===== src/design/mwtg_pkg.sv =====
// ----------------------------------------------------------------------------
// Tone generator package
// Widths, register indexes, sequencer states, control types and the
// fixed-point helpers shared by the tone generator modules.
// ----------------------------------------------------------------------------
`default_nettype none

package mwtg_pkg;

   // Field and datapath widths
   localparam int PHASE_W     = 32;
   localparam int STEP_W      = 32;
   localparam int MODE_W      = 2;
   localparam int GAIN_W      = 17;
   localparam int ALPHA_W     = 17;
   localparam int COUNT_W     = 24;
   localparam int SAMPLE_W    = 16;
   localparam int PREV_W      = 33;
   localparam int MUL_A_W     = 33;
   localparam int MUL_B_W     = 18;
   localparam int PROD_W      = MUL_A_W + MUL_B_W;
   localparam int ACC_W       = 52;
   localparam int CSR_INDEX_W = 3;
   localparam int CSR_DATA_W  = 32;

   // Quarter-wave sine table
   localparam int SINE_DEPTH  = 256;
   localparam int SINE_IDX_W  = $clog2(SINE_DEPTH);
   localparam logic [63:0] Q30_HALF_PI = 64'd1686629713;
   localparam logic [63:0] TAYLOR_DIV [7] = '{64'd6, 64'd20, 64'd42, 64'd72,
                                              64'd110, 64'd156, 64'd210};

   // Sample limits and Q16 unity
   localparam int AMP_MAX = 32767;
   localparam int AMP_MIN = -32768;
   localparam logic [ALPHA_W-1:0] Q16_ONE = ALPHA_W'(65536);

   // Reset values of the configuration registers
   localparam logic [MODE_W-1:0]  RESET_WAVE_MODE  = MODE_W'(0);
   localparam logic [STEP_W-1:0]  RESET_PHASE_STEP = STEP_W'(42852281);
   localparam logic [GAIN_W-1:0]  RESET_GAIN       = GAIN_W'(65536);
   localparam logic [ALPHA_W-1:0] RESET_ALPHA      = ALPHA_W'(65536);
   localparam logic [COUNT_W-1:0] RESET_COUNT      = COUNT_W'(220500);

   // Register indexes
   localparam logic [CSR_INDEX_W-1:0] CSR_WAVE_MODE      = 3'd0;
   localparam logic [CSR_INDEX_W-1:0] CSR_PHASE_STEP     = 3'd1;
   localparam logic [CSR_INDEX_W-1:0] CSR_AMPLITUDE_GAIN = 3'd2;
   localparam logic [CSR_INDEX_W-1:0] CSR_FILTER_ALPHA   = 3'd3;
   localparam logic [CSR_INDEX_W-1:0] CSR_SAMPLE_COUNT   = 3'd4;

   // Wave modes
   localparam logic [MODE_W-1:0] MODE_SQUARE   = 2'd0;
   localparam logic [MODE_W-1:0] MODE_SAWTOOTH = 2'd1;
   localparam logic [MODE_W-1:0] MODE_TRIANGLE = 2'd2;
   localparam logic [MODE_W-1:0] MODE_SINE     = 2'd3;

   typedef struct packed {
      logic [MODE_W-1:0]  wave_mode;
      logic [STEP_W-1:0]  phase_step;
      logic [GAIN_W-1:0]  amplitude_gain;
      logic [ALPHA_W-1:0] filter_alpha;
      logic [COUNT_W-1:0] sample_count;
   } cfg_type;

   typedef enum logic [3:0] {
      ST_IDLE,
      ST_RAW_A,
      ST_RAW_B,
      ST_RAW_C,
      ST_GAIN,
      ST_SAT,
      ST_FILT_A,
      ST_FILT_B,
      ST_FILT_C,
      ST_FILT_D,
      ST_DONE
   } state_type;

   typedef struct packed {
      state_type state;
      logic      accept;
      logic      finish;
   } ctrl_type;

   // Divide by 2^16, rounding toward zero
   function automatic logic signed [ACC_W-1:0] trunc_q16(input logic signed [ACC_W-1:0] x);
      logic signed [ACC_W-1:0] bias;
      bias = x[ACC_W-1] ? {{(ACC_W-16){1'b0}}, 16'hFFFF} : '0;
      return (x + bias) >>> 16;
   endfunction

   // Divide by 2^32, rounding toward zero
   function automatic logic signed [ACC_W-1:0] trunc_q32(input logic signed [ACC_W-1:0] x);
      logic signed [ACC_W-1:0] bias;
      bias = x[ACC_W-1] ? {{(ACC_W-32){1'b0}}, 32'hFFFF_FFFF} : '0;
      return (x + bias) >>> 32;
   endfunction

   // Quarter-wave sine entry k, Q30 Taylor series, evaluated at elaboration
   function automatic logic [SAMPLE_W-1:0] sine_value(input int unsigned k);
      logic [63:0]        x;
      logic [63:0]        term;
      logic signed [63:0] sum;
      logic [63:0]        v;
      x    = (64'(k) * Q30_HALF_PI) / SINE_DEPTH;
      term = x;
      sum  = $signed(x);
      for (int n = 0; n < 7; n++) begin
         term = (term * x) >> 30;
         term = (term * x) >> 30;
         term = term / TAYLOR_DIV[n];
         if (n % 2 == 0) begin
            sum = sum - $signed(term);
         end else begin
            sum = sum + $signed(term);
         end
      end
      if (sum < 0) begin
         sum = '0;
      end
      v = ($unsigned(sum) * 64'd32767) >> 30;
      if (v > 64'd32767) begin
         v = 64'd32767;
      end
      return v[SAMPLE_W-1:0];
   endfunction

endpackage

`default_nettype wire


===== src/design/multi_waveform_tone_generator.sv =====
// ----------------------------------------------------------------------------
// Multi-waveform tone generator
// Phase-accumulator tone source (square, squared sawtooth, triangle, sine)
// with Q16 gain, saturation and a one-pole low-pass filter.
// ----------------------------------------------------------------------------
// Usage:
//   Each request (req_valid, req_stall, req_restart) yields one response
//   (rsp_valid, rsp_stall, rsp_sample, rsp_last). req_restart clears the
//   phase, square toggle, sample index and filter before that sample.
//   rsp_last marks the final sample of a buffer of sample_count samples,
//   after which the run starts afresh.
//   Registers are written through csr_write_enable / csr_index / csr_wdata
//   while no request is in flight.
//   A request steps through the waveform, gain, saturation and filter
//   states (and ST_RAW_B for the squared sawtooth) before its response is
//   registered. No new request is taken until the last has finished, as
//   one shared multiplier serves waveform, gain and three filter products.
//   req_stall is high while a request is being worked on.
//   A stalled response holds in the output register; the next request may
//   be taken meanwhile and waits at its last step until the register frees.
//   Reset loads the register defaults and clears the run state.
// ----------------------------------------------------------------------------
`default_nettype none

module multi_waveform_tone_generator (
   input  wire logic                                  clock,
   input  wire logic                                  reset,
   input  wire logic                                  req_valid,
   output logic                                       req_stall,
   input  wire logic                                  req_restart,
   output logic                                       rsp_valid,
   input  wire logic                                  rsp_stall,
   output logic signed [mwtg_pkg::SAMPLE_W-1:0]       rsp_sample,
   output logic                                       rsp_last,
   input  wire logic                                  csr_write_enable,
   input  wire logic [mwtg_pkg::CSR_INDEX_W-1:0]      csr_index,
   input  wire logic [mwtg_pkg::CSR_DATA_W-1:0]       csr_wdata
);

   mwtg_pkg::cfg_type  cfg;
   mwtg_pkg::ctrl_type ctrl;

   // Configuration registers
   mwtg_regs u_regs (
      .clock            (clock),
      .reset            (reset),
      .csr_write_enable (csr_write_enable),
      .csr_index        (csr_index),
      .csr_wdata        (csr_wdata),
      .cfg              (cfg)
   );

   // Sequencer
   mwtg_seq u_seq (
      .clock     (clock),
      .reset     (reset),
      .req_valid (req_valid),
      .req_stall (req_stall),
      .rsp_valid (rsp_valid),
      .rsp_stall (rsp_stall),
      .wave_mode (cfg.wave_mode),
      .ctrl      (ctrl)
   );

   // Datapath
   mwtg_dp u_dp (
      .clock       (clock),
      .reset       (reset),
      .ctrl        (ctrl),
      .cfg         (cfg),
      .req_restart (req_restart),
      .rsp_sample  (rsp_sample),
      .rsp_last    (rsp_last)
   );

endmodule

`default_nettype wire


===== src/design/mwtg_regs.sv =====
// ----------------------------------------------------------------------------
// Tone generator configuration registers
// Decodes the write port and holds mode, step, gain, alpha and count.
// ----------------------------------------------------------------------------
`default_nettype none

module mwtg_regs (
   input  wire logic                                clock,
   input  wire logic                                reset,
   input  wire logic                                csr_write_enable,
   input  wire logic [mwtg_pkg::CSR_INDEX_W-1:0]    csr_index,
   input  wire logic [mwtg_pkg::CSR_DATA_W-1:0]     csr_wdata,
   output mwtg_pkg::cfg_type                        cfg
);

   mwtg_pkg::cfg_type cfg_ff;
   mwtg_pkg::cfg_type cfg_in;

   // Decode the write into the addressed register
   always_comb begin
      cfg_in = cfg_ff;
      if (csr_write_enable) begin
         case (csr_index)
            mwtg_pkg::CSR_WAVE_MODE: begin
               cfg_in.wave_mode = csr_wdata[mwtg_pkg::MODE_W-1:0];
            end
            mwtg_pkg::CSR_PHASE_STEP: begin
               cfg_in.phase_step = csr_wdata[mwtg_pkg::STEP_W-1:0];
            end
            mwtg_pkg::CSR_AMPLITUDE_GAIN: begin
               cfg_in.amplitude_gain = csr_wdata[mwtg_pkg::GAIN_W-1:0];
            end
            mwtg_pkg::CSR_FILTER_ALPHA: begin
               cfg_in.filter_alpha = csr_wdata[mwtg_pkg::ALPHA_W-1:0];
            end
            mwtg_pkg::CSR_SAMPLE_COUNT: begin
               cfg_in.sample_count = csr_wdata[mwtg_pkg::COUNT_W-1:0];
            end
            default: begin
               cfg_in = cfg_ff;
            end
         endcase
      end
   end

   // Hold the registers, load defaults on reset
   always_ff @(posedge clock) begin
      if (reset) begin
         cfg_ff.wave_mode      <= mwtg_pkg::RESET_WAVE_MODE;
         cfg_ff.phase_step     <= mwtg_pkg::RESET_PHASE_STEP;
         cfg_ff.amplitude_gain <= mwtg_pkg::RESET_GAIN;
         cfg_ff.filter_alpha   <= mwtg_pkg::RESET_ALPHA;
         cfg_ff.sample_count   <= mwtg_pkg::RESET_COUNT;
      end else begin
         cfg_ff <= cfg_in;
      end
   end

   assign cfg = cfg_ff;

endmodule

`default_nettype wire


===== src/design/mwtg_seq.sv =====
// ----------------------------------------------------------------------------
// Tone generator sequencer
// Steps one request through the shared multiplier and owns both handshakes.
// ----------------------------------------------------------------------------
`default_nettype none

module mwtg_seq (
   input  wire logic                          clock,
   input  wire logic                          reset,
   input  wire logic                          req_valid,
   output logic                               req_stall,
   output logic                               rsp_valid,
   input  wire logic                          rsp_stall,
   input  wire logic [mwtg_pkg::MODE_W-1:0]   wave_mode,
   output mwtg_pkg::ctrl_type                 ctrl
);

   mwtg_pkg::state_type state_ff;
   mwtg_pkg::state_type state_in;
   logic                rsp_valid_ff;
   logic                rsp_valid_in;
   logic                accept;
   logic                finish;

   // State register and output valid
   always_ff @(posedge clock) begin
      if (reset) begin
         state_ff     <= mwtg_pkg::ST_IDLE;
         rsp_valid_ff <= 1'b0;
      end else begin
         state_ff     <= state_in;
         rsp_valid_ff <= rsp_valid_in;
      end
   end

   // Next state, accept and finish
   always_comb begin
      state_in = state_ff;
      accept   = 1'b0;
      finish   = 1'b0;
      unique case (state_ff)
         mwtg_pkg::ST_IDLE: begin
            if (req_valid) begin
               accept   = 1'b1;
               state_in = mwtg_pkg::ST_RAW_A;
            end
         end
         mwtg_pkg::ST_RAW_A: begin
            state_in = (wave_mode == mwtg_pkg::MODE_SAWTOOTH) ? mwtg_pkg::ST_RAW_B
                                                              : mwtg_pkg::ST_RAW_C;
         end
         mwtg_pkg::ST_RAW_B:  state_in = mwtg_pkg::ST_RAW_C;
         mwtg_pkg::ST_RAW_C:  state_in = mwtg_pkg::ST_GAIN;
         mwtg_pkg::ST_GAIN:   state_in = mwtg_pkg::ST_SAT;
         mwtg_pkg::ST_SAT:    state_in = mwtg_pkg::ST_FILT_A;
         mwtg_pkg::ST_FILT_A: state_in = mwtg_pkg::ST_FILT_B;
         mwtg_pkg::ST_FILT_B: state_in = mwtg_pkg::ST_FILT_C;
         mwtg_pkg::ST_FILT_C: state_in = mwtg_pkg::ST_FILT_D;
         mwtg_pkg::ST_FILT_D: state_in = mwtg_pkg::ST_DONE;
         mwtg_pkg::ST_DONE: begin
            // wait until the output register is free or being emptied
            if (!rsp_valid_ff || !rsp_stall) begin
               finish   = 1'b1;
               state_in = mwtg_pkg::ST_IDLE;
            end
         end
         default: begin
            state_in = mwtg_pkg::ST_IDLE;
         end
      endcase
   end

   // Set valid on finish, drop it once taken
   always_comb begin
      priority if (finish) begin
         rsp_valid_in = 1'b1;
      end else if (rsp_valid_ff && !rsp_stall) begin
         rsp_valid_in = 1'b0;
      end else begin
         rsp_valid_in = rsp_valid_ff;
      end
   end

   assign req_stall   = (state_ff != mwtg_pkg::ST_IDLE);
   assign rsp_valid   = rsp_valid_ff;
   assign ctrl.state  = state_ff;
   assign ctrl.accept = accept;
   assign ctrl.finish = finish;

endmodule

`default_nettype wire


===== src/design/mwtg_dp.sv =====
// ----------------------------------------------------------------------------
// Tone generator datapath
// Phase, toggle, index and filter state, the sine table and one shared
// registered multiplier used for waveform, gain and filter products.
// ----------------------------------------------------------------------------
`default_nettype none

module mwtg_dp (
   input  wire logic                                  clock,
   input  wire logic                                  reset,
   input  mwtg_pkg::ctrl_type                         ctrl,
   input  mwtg_pkg::cfg_type                          cfg,
   input  wire logic                                  req_restart,
   output logic signed [mwtg_pkg::SAMPLE_W-1:0]       rsp_sample,
   output logic                                       rsp_last
);

   localparam int ACC_W    = mwtg_pkg::ACC_W;
   localparam int SAMPLE_W = mwtg_pkg::SAMPLE_W;
   localparam logic signed [ACC_W-1:0] SAW_BIAS = ACC_W'(mwtg_pkg::AMP_MAX) << 32;
   localparam logic signed [ACC_W-1:0] SAT_HI   = ACC_W'(mwtg_pkg::AMP_MAX);
   localparam logic signed [ACC_W-1:0] SAT_LO   = ACC_W'(mwtg_pkg::AMP_MIN);

   // Run state
   logic [mwtg_pkg::PHASE_W-1:0]         phase_ff, phase_in;
   logic                                 square_ff, square_in;
   logic [mwtg_pkg::COUNT_W-1:0]         index_ff, index_in;
   logic signed [mwtg_pkg::PREV_W-1:0]   prev_ff, prev_in;

   // Working registers
   logic signed [mwtg_pkg::PROD_W-1:0]   prod_ff, prod_in;
   logic signed [ACC_W-1:0]              acc_ff, acc_in;
   logic signed [SAMPLE_W-1:0]           sine_ff, sine_in;
   logic signed [SAMPLE_W-1:0]           raw_ff, raw_in;
   logic signed [SAMPLE_W-1:0]           s_ff, s_in;
   logic signed [SAMPLE_W-1:0]           rsp_sample_ff, rsp_sample_in;
   logic                                 rsp_last_ff, rsp_last_in;

   // Shared multiplier
   logic                                 mul_en;
   logic signed [mwtg_pkg::MUL_A_W-1:0]  mul_a;
   logic signed [mwtg_pkg::MUL_B_W-1:0]  mul_b;
   logic signed [mwtg_pkg::PROD_W-1:0]   mul_a_ext, mul_b_ext;

   // Waveform helpers
   logic [15:0]                          p16;
   logic [16:0]                          tri_w;
   logic signed [18:0]                   tri_lin;
   logic [1:0]                           quad;
   logic [mwtg_pkg::SINE_IDX_W-1:0]      sine_idx, sine_idx_neg, rom_addr;
   logic [SAMPLE_W-1:0]                  sine_rom [mwtg_pkg::SINE_DEPTH];
   logic [SAMPLE_W-1:0]                  sine_mag;
   logic [mwtg_pkg::ALPHA_W-1:0]         alpha_c, beta;
   logic                                 last;
   logic signed [ACC_W-1:0]              saw_full, tri_full, gain_full;
   logic signed [ACC_W-1:0]              y_full, o_full;
   logic signed [mwtg_pkg::PREV_W-1:0]   y;

   // Constant quarter-wave table
   for (genvar g = 0; g < mwtg_pkg::SINE_DEPTH; g++) begin : g_sine
      assign sine_rom[g] = mwtg_pkg::sine_value(g);
   end

   // Phase-derived values
   assign p16          = phase_ff[mwtg_pkg::PHASE_W-1 -: 16];
   assign tri_w        = p16[15] ? 17'((17'h10000 - {1'b0, p16}) << 1) : {p16, 1'b0};
   assign tri_lin      = $signed({1'b0, tri_w, 1'b0}) - 19'sd65536;
   assign quad         = phase_ff[mwtg_pkg::PHASE_W-1 -: 2];
   assign sine_idx     = phase_ff[mwtg_pkg::PHASE_W-3 -: mwtg_pkg::SINE_IDX_W];
   assign sine_idx_neg = ~sine_idx + 1'b1;
   assign rom_addr     = quad[0] ? sine_idx_neg : sine_idx;
   assign sine_mag     = (quad[0] && sine_idx == '0) ? SAMPLE_W'(mwtg_pkg::AMP_MAX)
                                                     : sine_rom[rom_addr];

   // Filter coefficients, alpha above unity means bypass
   assign alpha_c = (cfg.filter_alpha > mwtg_pkg::Q16_ONE) ? mwtg_pkg::Q16_ONE
                                                          : cfg.filter_alpha;
   assign beta    = mwtg_pkg::Q16_ONE - alpha_c;

   assign last = (index_ff == cfg.sample_count - mwtg_pkg::COUNT_W'(1));

   // Post-multiply rounding
   assign saw_full  = mwtg_pkg::trunc_q32(ACC_W'(prod_ff) - SAW_BIAS);
   assign tri_full  = mwtg_pkg::trunc_q16(ACC_W'(prod_ff));
   assign gain_full = mwtg_pkg::trunc_q16(ACC_W'(prod_ff));
   assign y_full    = mwtg_pkg::trunc_q16(acc_ff);
   assign y         = y_full[mwtg_pkg::PREV_W-1:0];
   assign o_full    = mwtg_pkg::trunc_q16(ACC_W'(y));

   // Multiplier with registered product
   assign mul_a_ext = mwtg_pkg::PROD_W'(mul_a);
   assign mul_b_ext = mwtg_pkg::PROD_W'(mul_b);
   assign prod_in   = mul_en ? (mul_a_ext * mul_b_ext) : prod_ff;

   // Per-step operand selection and register updates
   always_comb begin
      phase_in      = phase_ff;
      square_in     = square_ff;
      index_in      = index_ff;
      prev_in       = prev_ff;
      acc_in        = acc_ff;
      sine_in       = sine_ff;
      raw_in        = raw_ff;
      s_in          = s_ff;
      rsp_sample_in = rsp_sample_ff;
      rsp_last_in   = rsp_last_ff;
      mul_en        = 1'b0;
      mul_a         = '0;
      mul_b         = '0;
      unique case (ctrl.state)
         mwtg_pkg::ST_IDLE: begin
            // clear the run before this sample on restart
            if (ctrl.accept && req_restart) begin
               phase_in  = '0;
               square_in = 1'b1;
               index_in  = '0;
               prev_in   = '0;
            end
         end
         mwtg_pkg::ST_RAW_A: begin
            mul_en  = 1'b1;
            sine_in = quad[1] ? -$signed(sine_mag) : $signed(sine_mag);
            if (cfg.wave_mode == mwtg_pkg::MODE_TRIANGLE) begin
               mul_a = mwtg_pkg::MUL_A_W'(tri_lin);
               mul_b = 18'sd32767;
            end else begin
               mul_a = $signed({{(mwtg_pkg::MUL_A_W-16){1'b0}}, p16});
               mul_b = $signed({2'b00, p16});
            end
         end
         mwtg_pkg::ST_RAW_B: begin
            // sawtooth: p16 squared times two times full scale
            mul_en = 1'b1;
            mul_a  = $signed({1'b0, prod_ff[31:0]});
            mul_b  = 18'sd65534;
         end
         mwtg_pkg::ST_RAW_C: begin
            unique case (cfg.wave_mode)
               mwtg_pkg::MODE_SQUARE: begin
                  raw_in = square_ff ? SAMPLE_W'(mwtg_pkg::AMP_MAX)
                                     : SAMPLE_W'(mwtg_pkg::AMP_MIN);
               end
               mwtg_pkg::MODE_SAWTOOTH: raw_in = saw_full[SAMPLE_W-1:0];
               mwtg_pkg::MODE_TRIANGLE: raw_in = tri_full[SAMPLE_W-1:0];
               mwtg_pkg::MODE_SINE:     raw_in = sine_ff;
               default:                 raw_in = sine_ff;
            endcase
         end
         mwtg_pkg::ST_GAIN: begin
            mul_en = 1'b1;
            mul_a  = mwtg_pkg::MUL_A_W'(raw_ff);
            mul_b  = $signed({1'b0, cfg.amplitude_gain});
         end
         mwtg_pkg::ST_SAT: begin
            priority if (gain_full > SAT_HI) begin
               s_in = SAMPLE_W'(mwtg_pkg::AMP_MAX);
            end else if (gain_full < SAT_LO) begin
               s_in = SAMPLE_W'(mwtg_pkg::AMP_MIN);
            end else begin
               s_in = gain_full[SAMPLE_W-1:0];
            end
         end
         mwtg_pkg::ST_FILT_A: begin
            mul_en = 1'b1;
            mul_a  = mwtg_pkg::MUL_A_W'(s_ff);
            mul_b  = $signed({1'b0, alpha_c});
         end
         mwtg_pkg::ST_FILT_B: begin
            // alpha*x scaled up, then beta times low half of previous
            acc_in = ACC_W'(prod_ff) <<< 16;
            mul_en = 1'b1;
            mul_a  = $signed({{(mwtg_pkg::MUL_A_W-16){1'b0}}, prev_ff[15:0]});
            mul_b  = $signed({1'b0, beta});
         end
         mwtg_pkg::ST_FILT_C: begin
            acc_in = acc_ff + ACC_W'(prod_ff);
            mul_en = 1'b1;
            mul_a  = mwtg_pkg::MUL_A_W'(prev_ff >>> 16);
            mul_b  = $signed({1'b0, beta});
         end
         mwtg_pkg::ST_FILT_D: begin
            acc_in = acc_ff + (ACC_W'(prod_ff) <<< 16);
         end
         mwtg_pkg::ST_DONE: begin
            // emit the sample and advance the run
            if (ctrl.finish) begin
               rsp_sample_in = o_full[SAMPLE_W-1:0];
               rsp_last_in   = last;
               if (last) begin
                  phase_in  = '0;
                  square_in = 1'b1;
                  index_in  = '0;
                  prev_in   = '0;
               end else begin
                  phase_in  = phase_ff + cfg.phase_step;
                  square_in = ~square_ff;
                  index_in  = index_ff + 1'b1;
                  prev_in   = y;
               end
            end
         end
         default: begin
            mul_en = 1'b0;
         end
      endcase
   end

   // Run state registers
   always_ff @(posedge clock) begin
      if (reset) begin
         phase_ff  <= '0;
         square_ff <= 1'b1;
         index_ff  <= '0;
         prev_ff   <= '0;
      end else begin
         phase_ff  <= phase_in;
         square_ff <= square_in;
         index_ff  <= index_in;
         prev_ff   <= prev_in;
      end
   end

   // Working and output payload registers
   always_ff @(posedge clock) begin
      prod_ff       <= prod_in;
      acc_ff        <= acc_in;
      sine_ff       <= sine_in;
      raw_ff        <= raw_in;
      s_ff          <= s_in;
      rsp_sample_ff <= rsp_sample_in;
      rsp_last_ff   <= rsp_last_in;
   end

   assign rsp_sample = rsp_sample_ff;
   assign rsp_last   = rsp_last_ff;

endmodule

`default_nettype wire


===== config.mk =====
export PLATFORM = sky130hd
export DESIGN_NAME = multi_waveform_tone_generator
export DESIGN_NICKNAME = d
export VERILOG_FILES = /design/src/design/mwtg_pkg.sv /design/src/design/multi_waveform_tone_generator.sv /design/src/design/mwtg_regs.sv /design/src/design/mwtg_seq.sv /design/src/design/mwtg_dp.sv
export SDC_FILE = /design/constraint.sdc
export NUM_CORES = 2
export LEC_CHECK = 0
export ABC_AREA = 1
export BUFFER_PORTS_ARGS = -buffer_cell sky130_fd_sc_hd__buf_4
export CAP_MARGIN = 0
export CORE_MARGIN = 5
export CORE_UTILIZATION = 35
export CTS_BUF_LIST = sky130_fd_sc_hd__clkbuf_2 sky130_fd_sc_hd__clkbuf_4 sky130_fd_sc_hd__clkbuf_8
export DETAILED_ROUTE_END_ITERATION = 8
export GPL_ROUTABILITY_DRIVEN = 0
export PLACE_DENSITY_LB_ADDON = 0.2
export SYNTH_ARGS = -nofsm -noshare
export SYNTH_HDL_FRONTEND = slang
export SYNTH_SLANG_ARGS = --single-unit
export TNS_END_PERCENT = 10

===== constraint.sdc =====
create_clock -name clock -period 15.7 [get_ports clock]
set_clock_uncertainty 0.1 [all_clocks]
set_input_delay 2.355 -clock clock [delete_from_list [all_inputs] [get_ports clock]]
set_output_delay 2.355 -clock clock [all_outputs]
set_load 0.03 [all_outputs]

==> key figures <==
Status
  – Status: complete, no violations

Critical path
  – Max stage delay on crit path: ~980 ps
  – CP Capture Type: flip-flop
  – Worst setup SP type: flip-flop
  – Crit path from: u_dp.phase_ff[31]
  – R2r startpoint: u_dp.phase_ff[31]
  – FF-to-FF End: u_dp.prod_ff[50]
  – Delay-heaviest family, CP: adder cells
  – CP max stage cell: dfxtp_1
  – Depth of the worst register-to-register path: 27
  – Worst path depth: 27
  – Buf+Inv Stages, Crit Path: 6
  – Critical path type: flip-flop to flip-flop
  – Setup slack, reg-to-reg: between 5000 and 6000 ps
  – Req. time, crit path: around 16000 ps
  – CP endpoint: u_dp.prod_ff[50]
  – Worst path most repeated cell: fa_1
  – Crit-path max FO: 30
  – Arr. time, crit path: 10330 ps

Finish
  – Final net count: approximately 9100
  – Multi-input combinational cell area: approximately 0.040 mm^2
  – Storage cell area: roughly 0.009 mm^2
  – FILL cells: 16900
  – Share of cells above drive strength 1: 0.0478
  – Area Growth Syn to Fin: 7.63%

Timing
  – Final period util: 0.640
  – Final min period: between 10000 and 15000 ps
  – Final setup TNS: 0 ps
  – Worst slew margin: 0.214
  – Pins over their slew limit: 0
  – Peak Freq: about 100 MHz
  – Worst-Margin Slew: between 1000 and 1500 ps
  – Final setup fails: 0
  – Fin. Hold Viols: 0
  – RSZ-0062 raised after global routing: false
  – Setup ws final: 5650 ps

Clock network
  – Worst-Skew Late Latency: ~700 ps
  – TritonCTS clock tree: built
  – Sink Count: ~360
  – TritonCTS buffer count: 67
  – Hold-fix buffers, CTS: 0
  – Register clock-pin slew on the reported worst setup and hold paths: 60 ps
  – Clock root cell: clkbuf_8
  – Post-CTS sizing: 0
  – Post CTS Setup Buffer Count: 0
  – H-tree Lvls: 3
  – Max clock buf depth: 3

Hold path
  – Hold WC Path Type: flip-flop to flip-flop

Route
  – DR iter-0 viols: about 5500
  – DRC Markers: 0
  – Pre-Repair DR Iteration Count: 6
  – Antenna Violating Nets Remaining: 0
  – Vias per cell: ~5.4
  – Vias: around 55000
  – Drt total wl: between 200 and 250 mm
  – DR WL/cell: 20.8 um

Yosys
  – Syn_nets: around 9100
  – Area leader, netlist: fa_1
  – Syn Std Cell Area: between 0.05 and 0.06 mm^2
  – Synth area leaders: fa_1, nand2_1, inv_1, edfxtp_1, ha_1
  – Top-area cell type share of the netlist area: 0.196
  – Post-synth EDFFs: between 150 and 200
  – Post-synthesis register bit count: about 360
  – Number of distinct library cells after synthesis: 70
  – Post-synth ARST share: 0
  – Top FF cell, synth: dfxtp_1
  – Mean Syn Cell Area: between 6 and 7 um^2
  – Yosys warns: 0
  – Cells after synthesis: 8136
  – Post-synthesis sequential area ratio: 0.160

GRT
  – Largest net degree at the start of global routing: 88
  – First-pass GRT wire length: roughly 320 mm
  – Tot GR Track Use: 0.253
  – GRT overflow: 0
  – Initial antenna violation count: 2
  – Vias in the first global route: 54000

Placed design
  – # port buffers: 59
  – HPWL Detailed: ~170 mm
  – Pre-CTS WS: ~5800 ps

Floorplanning
  – CORE AREA: between 0.15 and 0.2 mm^2
  – Rows: roughly 150
  – Chip Height: between 400 and 500 um
  – Die footprint: roughly 0.17 mm^2
  – Die Wd: ~410 um
  – Initial core utilization: 0.352
  – Ports: 60

Power and ir drop
  – Leakage: roughly 29 nW
  – IR drop worst, VDD: just over 0.06 mV
  – Power density cells: between 80 and 90 mW/mm^2

Job
  – Max-cap violations: 0
[synth_stat cells (all sizes together) (58+ instances only)]
| master | count |
|---|---|
| a21oi | 569 |
| ha | 342 |
| buf | 103 |
| fa | 539 |
| clkbuf | 115 |
| nand2 | 2010 |
| nand3 | 476 |
| o21ai | 384 |
| nand4 | 84 |
| inv | 1445 |
| a31oi | 58 |
| edfxtp | 168 |
| dfxtp | 187 |
| nor2 | 962 |
| xor2 | 141 |
| nor3 | 105 |
[metal layers]
layer  vias to the layer above  wire, um  part of all wire  global-route usage
met1                     26300     92100              0.43               0.351
met3                       474     17600             0.083              0.0294
met4                         0     10900             0.051               0.114
met5                         -         0                 0                   0
met2                      2479     92300              0.43               0.397
li1                      25900         -                 -                   -
[sequential cells by signal (all words and copies together), names as in the netlist, 4 cells and up]
| name | cells |
|---|---|
| u_dp.sine_ff | 16 |
| u_regs.cfg | 92 |
| u_seq.state_ff | 4 |
| u_dp.rsp_sample | 16 |
| u_dp.index_ff | 24 |
| u_dp.s_ff | 16 |
| u_dp.prod_ff | 51 |
| u_dp.phase_ff | 32 |
| u_dp.acc_ff | 52 |
| u_dp.raw_ff | 16 |
| u_dp.prev_ff | 33 |
[how the worst min path moves through the flow]
stage / end / from / slack, ps / cells past startpoint
6_report: u_dp.prev_ff[13] / u_dp.prev_ff[13] / 370 / 2
5_1_grt: u_dp.prev_ff[12] / u_dp.prev_ff[12] / 380 / 2
4_1_cts: u_regs.cfg[61] / u_regs.cfg[61] / 370 / 2
3_5_place_dp: u_regs.cfg[57] / u_regs.cfg[57] / 350 / 2
3_3_place_gp: u_regs.cfg[61] / u_regs.cfg[61] / 350 / 2
2_1_floorplan: u_regs.cfg[57] / u_regs.cfg[57] / 330 / 2
[tightest hold or removal path: cells and delay by family, from the launching register on]
family | cells | cell delay (ps)
flip-flops | 1 | 310
AND/OR/NAND/NOR | 1 | 60
AO/OA/AOI/OAI | 1 | 50
[through the flow]
step	cells	util	cell area, um^2	total power, mW	hold WS [ps]
after global routing	10200	0.379	59100	5.37	379
final	10200	0.379	59100	5.02	369
after floorplan	8136	-	54900	2.97	329
after CTS	10200	0.379	59100	4.99	370
after global placement	10100	0.369	57600	3.88	348
after detailed placement	10100	0.369	57600	3.89	352
[cells by family (layout without fill, tap and decap cells)]
group                      Yosys count  in the layout  synth area share
other                                0              1                 0
xor gates and xnor gates           196            196            0.0312
AOI/OAI and AO/OA                 1254           1254             0.129
DFF                                355            355             0.160
buffers and inverters             1681           1730             0.120
and+or+nand+nor                   3769           3769             0.285
adders and majority gates          881            881             0.274
[power by group]
part / switching (mW) / internal, mW
clock network: 0.457 / 0.619
logic: 1.82 / 0.808
registers: 0.238 / 1.08
[cell usage in the layout, fill, tap and decap left out, types with 55 or more instances in the layout]
master	n
nor2_1	940
nand2_1	1989
clkbuf_8	82
fa_1	539
edfxtp_1	168
xnor2_1	55
a21oi_1	568
o21ai_0	368
dfxtp_1	187
nand4_1	84
nor3_1	102
buf_4	145
inv_1	1432
nand3_1	467
xor2_1	141
a31oi_1	58
ha_1	342
[layout make-up]
cell class / count / share of cell area
diodes: 1 / 0.0000423
clock inverters: 23 / 0.00525
flip-flops and latches: 355 / 0.149
repair buffers: 145 / 0.0184
inverters: 1463 / 0.0929
multi-input cells: 6100 / 0.670
clock buffers: 99 / 0.0212
well taps: 2058 / 0.0435
Power figures use the tool's default switching activity.
